`src/hdl/bser_pkg.sv`:
```
// shared types and constants for the bit stuffing emulation remover
`default_nettype none
package bser_pkg;

  localparam int unsigned BYTE_W     = 8;
  localparam int unsigned SHIFT_W    = 3;
  localparam int unsigned ZRUN_W     = 2;
  localparam int unsigned OUTQ_DEPTH = 4;

  localparam logic [BYTE_W-1:0]  STUFF_BYTE = 8'h02;
  localparam logic [BYTE_W-1:0]  START_BYTE = 8'h01;
  localparam logic [ZRUN_W-1:0]  ZRUN_MAX   = 2'd2;
  localparam logic [SHIFT_W-1:0] SHIFT_STEP = 3'd2;
  localparam logic [SHIFT_W-1:0] SHIFT_LAST = 3'd6;

  typedef struct packed {
    logic [BYTE_W-1:0] data;
    logic              last;
  } bser_res_t;

  // up to two results produced by one request
  typedef struct packed {
    logic [1:0] cnt;
    bser_res_t  r1;
    bser_res_t  r0;
  } bser_push_t;

endpackage
`default_nettype wire

```
`src/hdl/bser_ifs.sv`:
```
// valid/ready channel interfaces for raw input and cleaned output bytes
`default_nettype none
interface bser_in_if;
  logic       valid;
  logic       ready;
  logic [7:0] raw_byte;
  logic       chunk_end;

  modport source (output valid, output raw_byte, output chunk_end, input ready);
  modport sink (input valid, input raw_byte, input chunk_end, output ready);
endinterface

interface bser_out_if;
  logic       valid;
  logic       ready;
  logic [7:0] clean_byte;
  logic       final_byte;

  modport source (output valid, output clean_byte, output final_byte, input ready);
  modport sink (input valid, input clean_byte, input final_byte, output ready);
endinterface
`default_nettype wire

```
`src/hdl/bser_core.sv`:
```
// stuffing removal state and repacking of one byte per request
`default_nettype none
module bser_core (
  input  logic                     clk,
  input  logic                     rst_n,
  input  logic                     in_fire,
  input  logic [7:0]               in_raw_byte,
  input  logic                     in_chunk_end,
  output bser_pkg::bser_push_t     push
);
  import bser_pkg::*;

  logic [ZRUN_W-1:0]  zrun_r, zrun_nxt;
  logic [SHIFT_W-1:0] shift_r, shift_nxt;
  logic               held_valid_r, held_valid_nxt;
  logic [BYTE_W-1:0]  held_high_r, held_high_nxt;

  logic [BYTE_W-1:0]  fill;
  logic [BYTE_W-1:0]  new_high;
  logic               new_valid;
  logic               is_stuff;
  logic               is_start;
  bser_res_t          held_res;
  bser_res_t          new_res;

  assign is_stuff = (zrun_r == ZRUN_MAX) && (in_raw_byte == STUFF_BYTE);
  assign is_start = (zrun_r == ZRUN_MAX) && (in_raw_byte == START_BYTE);

  // top bits of the incoming byte complete the pending byte
  always_comb begin
    unique case (shift_r)
      3'd2:    fill = {6'd0, in_raw_byte[7:6]};
      3'd4:    fill = {4'd0, in_raw_byte[7:4]};
      3'd6:    fill = {2'd0, in_raw_byte[7:2]};
      default: fill = '0;
    endcase
  end

  always_comb begin
    shift_nxt = shift_r;
    new_valid = 1'b1;
    new_high  = '0;
    if (is_stuff) begin
      // four removals drop a whole byte
      new_valid = (shift_r != SHIFT_LAST);
      shift_nxt = shift_r + SHIFT_STEP;
    end else if (is_start) begin
      shift_nxt = '0;
      new_high  = in_raw_byte;
    end else begin
      new_high  = in_raw_byte << shift_r;
    end
    if (in_raw_byte == '0) begin
      zrun_nxt = (zrun_r == ZRUN_MAX) ? ZRUN_MAX : zrun_r + 2'd1;
    end else begin
      zrun_nxt = '0;
    end
    held_valid_nxt = new_valid;
    held_high_nxt  = new_valid ? new_high : '0;
  end

  always_comb begin
    held_res.data = held_high_r | fill;
    held_res.last = in_chunk_end && !new_valid;
    new_res.data  = new_high;
    new_res.last  = 1'b1;
    push.r1       = new_res;
    if (held_valid_r) begin
      push.r0  = held_res;
      push.cnt = (in_chunk_end && new_valid) ? 2'd2 : 2'd1;
    end else begin
      push.r0  = new_res;
      push.cnt = (in_chunk_end && new_valid) ? 2'd1 : 2'd0;
    end
    if (!in_fire) begin
      push.cnt = 2'd0;
    end
  end

  always_ff @(posedge clk) begin
    if (!rst_n) begin
      zrun_r       <= '0;
      shift_r      <= '0;
      held_valid_r <= 1'b0;
      held_high_r  <= '0;
    end else if (in_fire) begin
      if (in_chunk_end) begin
        zrun_r       <= '0;
        shift_r      <= '0;
        held_valid_r <= 1'b0;
        held_high_r  <= '0;
      end else begin
        zrun_r       <= zrun_nxt;
        shift_r      <= shift_nxt;
        held_valid_r <= held_valid_nxt;
        held_high_r  <= held_high_nxt;
      end
    end
  end

endmodule
`default_nettype wire

```
`src/hdl/bser_outq.sv`:
```
// small result queue taking up to two entries and giving one per cycle while out_ch.ready is high
`default_nettype none
module bser_outq (
  input  logic                 clk,
  input  logic                 rst_n,
  input  bser_pkg::bser_push_t push,
  output logic                 room,
  bser_out_if.source           out_ch
);
  import bser_pkg::*;

  localparam int unsigned AW = $clog2(OUTQ_DEPTH);
  localparam int unsigned CW = $clog2(OUTQ_DEPTH + 1);
  localparam logic [CW-1:0] ROOM_MAX = CW'(OUTQ_DEPTH - 2);

  bser_res_t         mem [OUTQ_DEPTH];
  logic [AW-1:0]     wptr_r, rptr_r;
  logic [CW-1:0]     cnt_r, cnt_nxt;
  logic              pop;
  bser_res_t         head;

  assign head              = mem[rptr_r];
  assign out_ch.valid      = (cnt_r != '0);
  assign out_ch.clean_byte = head.data;
  assign out_ch.final_byte = head.last;
  assign pop               = out_ch.valid && out_ch.ready;
  assign room              = (cnt_r <= ROOM_MAX);
  assign cnt_nxt           = cnt_r + CW'(push.cnt) - CW'(pop);

  always_ff @(posedge clk) begin
    if (push.cnt != 2'd0) begin
      mem[wptr_r] <= push.r0;
    end
    if (push.cnt == 2'd2) begin
      mem[wptr_r + AW'(1)] <= push.r1;
    end
  end

  always_ff @(posedge clk) begin
    if (!rst_n) begin
      wptr_r <= '0;
      rptr_r <= '0;
      cnt_r  <= '0;
    end else begin
      wptr_r <= wptr_r + AW'(push.cnt);
      rptr_r <= rptr_r + AW'(pop);
      cnt_r  <= cnt_nxt;
    end
  end

endmodule
`default_nettype wire

```
`src/hdl/bit_stuffing_emulation_remover.sv`:
```
// top level of the bit stuffing emulation remover
// Takes one payload byte per request and removes the two stuffed bits carried
// by each 0x02 byte that follows two or more zero bytes, repacking later bytes
// by the accumulated bit offset; a 0x01 after two zeros passes and clears the
// offset. Each output byte waits for the next raw byte, so one byte is held
// pending and released on the following request or flushed on chunk_end,
// whose last output carries final_byte. Every request is processed in the
// cycle it is accepted, and one request can be taken each cycle while ready;
// results leave through a four-entry queue at one per cycle while out_ch.ready
// is high, and in_ch.ready is high while the queue has at least two free
// entries, so that a chunk's last byte, which can produce two results, fits.
`default_nettype none
module bit_stuffing_emulation_remover (
  input  logic       clk,
  input  logic       rst_n,
  bser_in_if.sink    in_ch,
  bser_out_if.source out_ch
);
  import bser_pkg::*;

  bser_push_t push;
  logic       room;
  logic       in_fire;

  assign in_ch.ready = room;
  assign in_fire     = in_ch.valid && room;

  bser_core u_core (
    .clk          (clk),
    .rst_n        (rst_n),
    .in_fire      (in_fire),
    .in_raw_byte  (in_ch.raw_byte),
    .in_chunk_end (in_ch.chunk_end),
    .push         (push)
  );

  bser_outq u_outq (
    .clk    (clk),
    .rst_n  (rst_n),
    .push   (push),
    .room   (room),
    .out_ch (out_ch)
  );

endmodule
`default_nettype wire

```
`src/flat_wrapper.sv`:
```
// flat-port wrapper written by rule: the top's interface ports become plain ports
module bit_stuffing_emulation_remover_flat import bser_pkg::*;
  (clk, rst_n, in_ch_valid, in_ch_raw_byte, in_ch_chunk_end, in_ch_ready, out_ch_valid, out_ch_clean_byte, out_ch_final_byte, out_ch_ready);
  bser_in_if in_ch_i ();
  bser_out_if out_ch_i ();
  input  logic clk;
  input  logic rst_n;
  input wire logic [$bits(in_ch_i.valid)-1:0] in_ch_valid;
  input wire logic [$bits(in_ch_i.raw_byte)-1:0] in_ch_raw_byte;
  input wire logic [$bits(in_ch_i.chunk_end)-1:0] in_ch_chunk_end;
  output wire logic [$bits(in_ch_i.ready)-1:0] in_ch_ready;
  output wire logic [$bits(out_ch_i.valid)-1:0] out_ch_valid;
  output wire logic [$bits(out_ch_i.clean_byte)-1:0] out_ch_clean_byte;
  output wire logic [$bits(out_ch_i.final_byte)-1:0] out_ch_final_byte;
  input wire logic [$bits(out_ch_i.ready)-1:0] out_ch_ready;
  assign in_ch_i.valid = in_ch_valid;
  assign in_ch_i.raw_byte = in_ch_raw_byte;
  assign in_ch_i.chunk_end = in_ch_chunk_end;
  assign in_ch_ready = in_ch_i.ready;
  assign out_ch_valid = out_ch_i.valid;
  assign out_ch_clean_byte = out_ch_i.clean_byte;
  assign out_ch_final_byte = out_ch_i.final_byte;
  assign out_ch_i.ready = out_ch_ready;
  bit_stuffing_emulation_remover u_core (.clk(clk), .rst_n(rst_n), .in_ch(in_ch_i), .out_ch(out_ch_i));
endmodule
```
`config.mk`:
```
export PLATFORM = sky130hd
export DESIGN_NAME = bit_stuffing_emulation_remover_flat
export DESIGN_NICKNAME = d
export VERILOG_FILES = /design/src/hdl/bser_pkg.sv /design/src/hdl/bser_ifs.sv /design/src/hdl/bser_core.sv /design/src/hdl/bser_outq.sv /design/src/hdl/bit_stuffing_emulation_remover.sv /design/src/flat_wrapper.sv
export SDC_FILE = /design/constraint.sdc
export NUM_CORES = 1
export LEC_CHECK = 0
export ABC_AREA = 1
export BUFFER_PORTS_ARGS = -buffer_cell sky130_fd_sc_hd__buf_2
export CORE_MARGIN = 2
export CORE_UTILIZATION = 55
export CTS_CLUSTER_SIZE = 16
export DETAILED_ROUTE_END_ITERATION = 8
export MAX_ROUTING_LAYER = met4
export PLACE_DENSITY_LB_ADDON = 0.12
export SYNTH_ARGS = -nofsm -noshare
export SYNTH_HDL_FRONTEND = slang
export SYNTH_SLANG_ARGS = --single-unit
```
`constraint.sdc`:
```
create_clock -name clk -period 4 [get_ports clk]
set_input_delay 1.2 -clock clk [delete_from_list [all_inputs] [get_ports clk]]
set_output_delay 1.2 -clock clk [all_outputs]
set_load 0.02 [all_outputs]
```
==> qor.csv <==
metric;value;unit
yosysSeqAreaShare;42.7;%
path_max_fanout;4;
min_from;u_core.u_core.held_high_r[1];
startpoint_type;input pin;
drc;0;
worstHoldPathCells;2;
rsz0062_at_grt;no;
p_leak;1.70;nW
dieArea;6770;um2
ys_warn_count;0;
final_nets;494;
grt_overflow;0;
top_usage_layer;met2;
setup.worst_path.end_class;register;
p_per_area;479;nW/um2
n_antenna_cell;0;
ir_drop;0.325;mV
core_area;5920;um2
syn_avg_cell_area;7.58;um2
fmax;0.290;GHz
syn-cell-area;3370;um2
syn_nets;471;
cts_resized;0;
via_count;2964;
maxCapViolCount;0;
hold_path_class;reg2reg;
dp_slack;0.232;ns
cts_setup_buffers;0;
cts_hold_buf;0;
setup_viol;0;
netlist_instances;445;
min_period;3.45;ns
use_met1;31.9;%
tritoncts;done;
use_met3;3.91;%
routabilityCongestion;0.952;
holdPathEnd;u_core.u_core.held_high_r[1];
synth-seq-cells;56;
cts_buffer_depth;2;
rows;28;
area_growth_syn_to_layout;8.87;%
num-fill-cells;537;
grt_max_degree;21;
use_met2;46.4;%
clock_skew;0.0121;ns
drive_gt1_share;12.6;%
io_pins;24;
reg2regPathDepth;16;
path_clk_slew;0.09;ns
r2r_end;u_core.u_outq.cnt_r[2];
dr.pass1.iters;4;
cp.arrival;3.62;ns
finalMaxSlewViolations;0;
cts-root-buf;clkbuf_8;
required;4.18;ns
start_util;57.0;%
cts_buffers;5;
avgRoutedWirePerCell;14.9;um
post-route-period-util;86.2;%
htreeDepth;2;
setup_ws;0.552;ns
clk_latency;0.31;ns
cts.sink_count;56;
r2r-start;u_core.u_core.shift_r[1];
dp_hpwl;5970;um
hold_viol_final;0;
gr-usage-all-layers;26.8;%
first_iter_violations;173;
grt_pass1_vias;2846;
grt_pass1_wl;13400;um
reg2reg_slack;0.89;ns
drtAntennaViolNets;0;
numPortBuffers;23;
tns;0;ns
via_per_inst;5.45;
status;complete, no violations;
tightestPinTransition;0.879;ns
finalWirelength;8080;um
timing.slew.headroom;41.2;%
die_w;82.3;um
hold_ws;0.472;ns
antenna_found_initial;0;
yosysUniqueCellTypes;33;
dieHeight;82.3;um
critPathKind;in2reg;
where the power goes:
part	internal (mW)	switching, mW	total, mW
Sequential	0.680	0.0510	0.731
Combinational	0.216	0.438	0.654
Clock	0.188	0.186	0.374
Total	1.08	0.675	1.76
placed cells by master (no fill, tap or decap), types with 2 or more instances in the layout:
master,Yosys,layout
edfxtp_1,32,32
clkbuf_8,0,5
nand2_2,3,3
nand2_1,143,143
a21oi_1,19,19
inv_2,5,5
o21ai_1,9,9
nor2_1,37,37
inv_1,43,43
dfxtp_1,24,24
nor2_4,5,5
nand3_4,2,2
buf_4,1,5
ha_1,12,12
and2_4,2,2
nand3_1,33,33
nor3_2,2,2
xor2_1,2,2
clkbuf_1,6,2
o21ai_0,31,31
xnor2_1,2,2
nand4_1,6,6
o22ai_1,12,12
buf_2,4,23
per-stage QoR:
stage,util [%],total power [mW],cell area [um2],cells
2_1_floorplan,-,1.22,3370,445
3_3_place_gp,60.2,1.38,3560,536
3_5_place_dp,60.2,1.40,3560,536
4_1_cts,62.0,1.76,3670,544
5_1_grt,62.0,1.88,3670,544
6_report,62.0,1.76,3670,544
metal layers:
layer	share of wire (%)	vias up
met1	45	1374
met3	3.6	15
met4	2.1	0
met2	49	74
li1	-	1501
met5	0	-
layout make-up:
cell class              instances  area, um2  area share (%)
clock buffers                   7       76.3            2.08
clock inverters                 1       30.0           0.818
inverters                      49        186            5.08
multi-input cells             328       1690            46.0
flip-flops and latches         56       1440            39.3
well taps                      75       93.8            2.56
repair buffers                 28        153            4.16
cells in the mapped netlist, drive strengths merged:
| cell type | count | area [um2] |
|---|---|---|
| xor2 | 2 | 17.5 |
| o22ai | 12 | 75.1 |
| ha | 12 | 150 |
| xnor2 | 2 | 17.5 |
| o211ai | 1 | 7.51 |
| nor3 | 2 | 20.0 |
| nand3 | 36 | 210 |
| edfxtp | 32 | 961 |
| clkbuf | 6 | 22.5 |
| nand2 | 146 | 556 |
| fa | 1 | 20.0 |
| a21oi | 20 | 111 |
| o21ai | 40 | 200 |
| nand4 | 6 | 37.5 |
| inv | 49 | 186 |
| buf | 6 | 31.3 |
| nor2 | 43 | 215 |
| a21boi | 1 | 7.51 |
| nand3b | 1 | 20.0 |
| dfxtp | 24 | 480 |
| and2 | 3 | 25.0 |
kinds of logic (layout without fill, tap and decap cells):
| family | Yosys count | count (layout) | synth area share [%] |
|---|---|---|---|
| AOI/OAI and AO/OA | 74 | 74 | 11.9 |
| xor gates and xnor gates | 4 | 4 | 1.04 |
| and+or+nand+nor | 237 | 237 | 32.1 |
| DFF | 56 | 56 | 42.7 |
| buffers and inverters | 61 | 85 | 7.12 |
| adders and majority gates | 13 | 13 | 5.05 |
sequential cells by signal, indices dropped and copies added, names as in the netlist:
name,flops
u_core.u_core.held_high_r,8
u_core.u_core.held_valid_r,1
u_core.u_core.shift_r,2
u_core.u_core.zrun_r,2
u_core.u_outq.cnt_r,3
u_core.u_outq.mem,36
u_core.u_outq.rptr_r,2
u_core.u_outq.wptr_r,2
worst max-delay path by stage:
stage	startpoint	endpoint	slack (ns)	cells past startpoint
finish	in_ch_raw_byte[3]	u_core.u_outq.cnt_r[2]	0.55	19
global route	in_ch_raw_byte[0]	u_core.u_outq.cnt_r[2]	0.27	19
detailed placement	in_ch_raw_byte[0]	u_core.u_outq.cnt_r[2]	0.23	19
floorplan	in_ch_raw_byte[7]	u_core.u_outq.cnt_r[2]	0.35	18
global placement	in_ch_raw_byte[3]	u_core.u_outq.cnt_r[2]	0.30	19
CTS	in_ch_raw_byte[0]	u_core.u_outq.cnt_r[2]	0.56	19
worst max-delay path: stages:
cell and delay (ns):
buf_2 0.11, inv_1 0.07, nand2_1 0.08, nor2_1 0.16, nand2_1 0.12, o21ai_0 0.18, inv_1 0.06, ha_1 0.27
inv_1 0.05, nor2_1 0.13, inv_1 0.06, ha_1 0.28, inv_1 0.05, ha_1 0.12, inv_1 0.05, fa_1 0.37
xor2_1 0.17, inv_1 0.06, nor2_1 0.03
(Power assumes the default switching activity.)
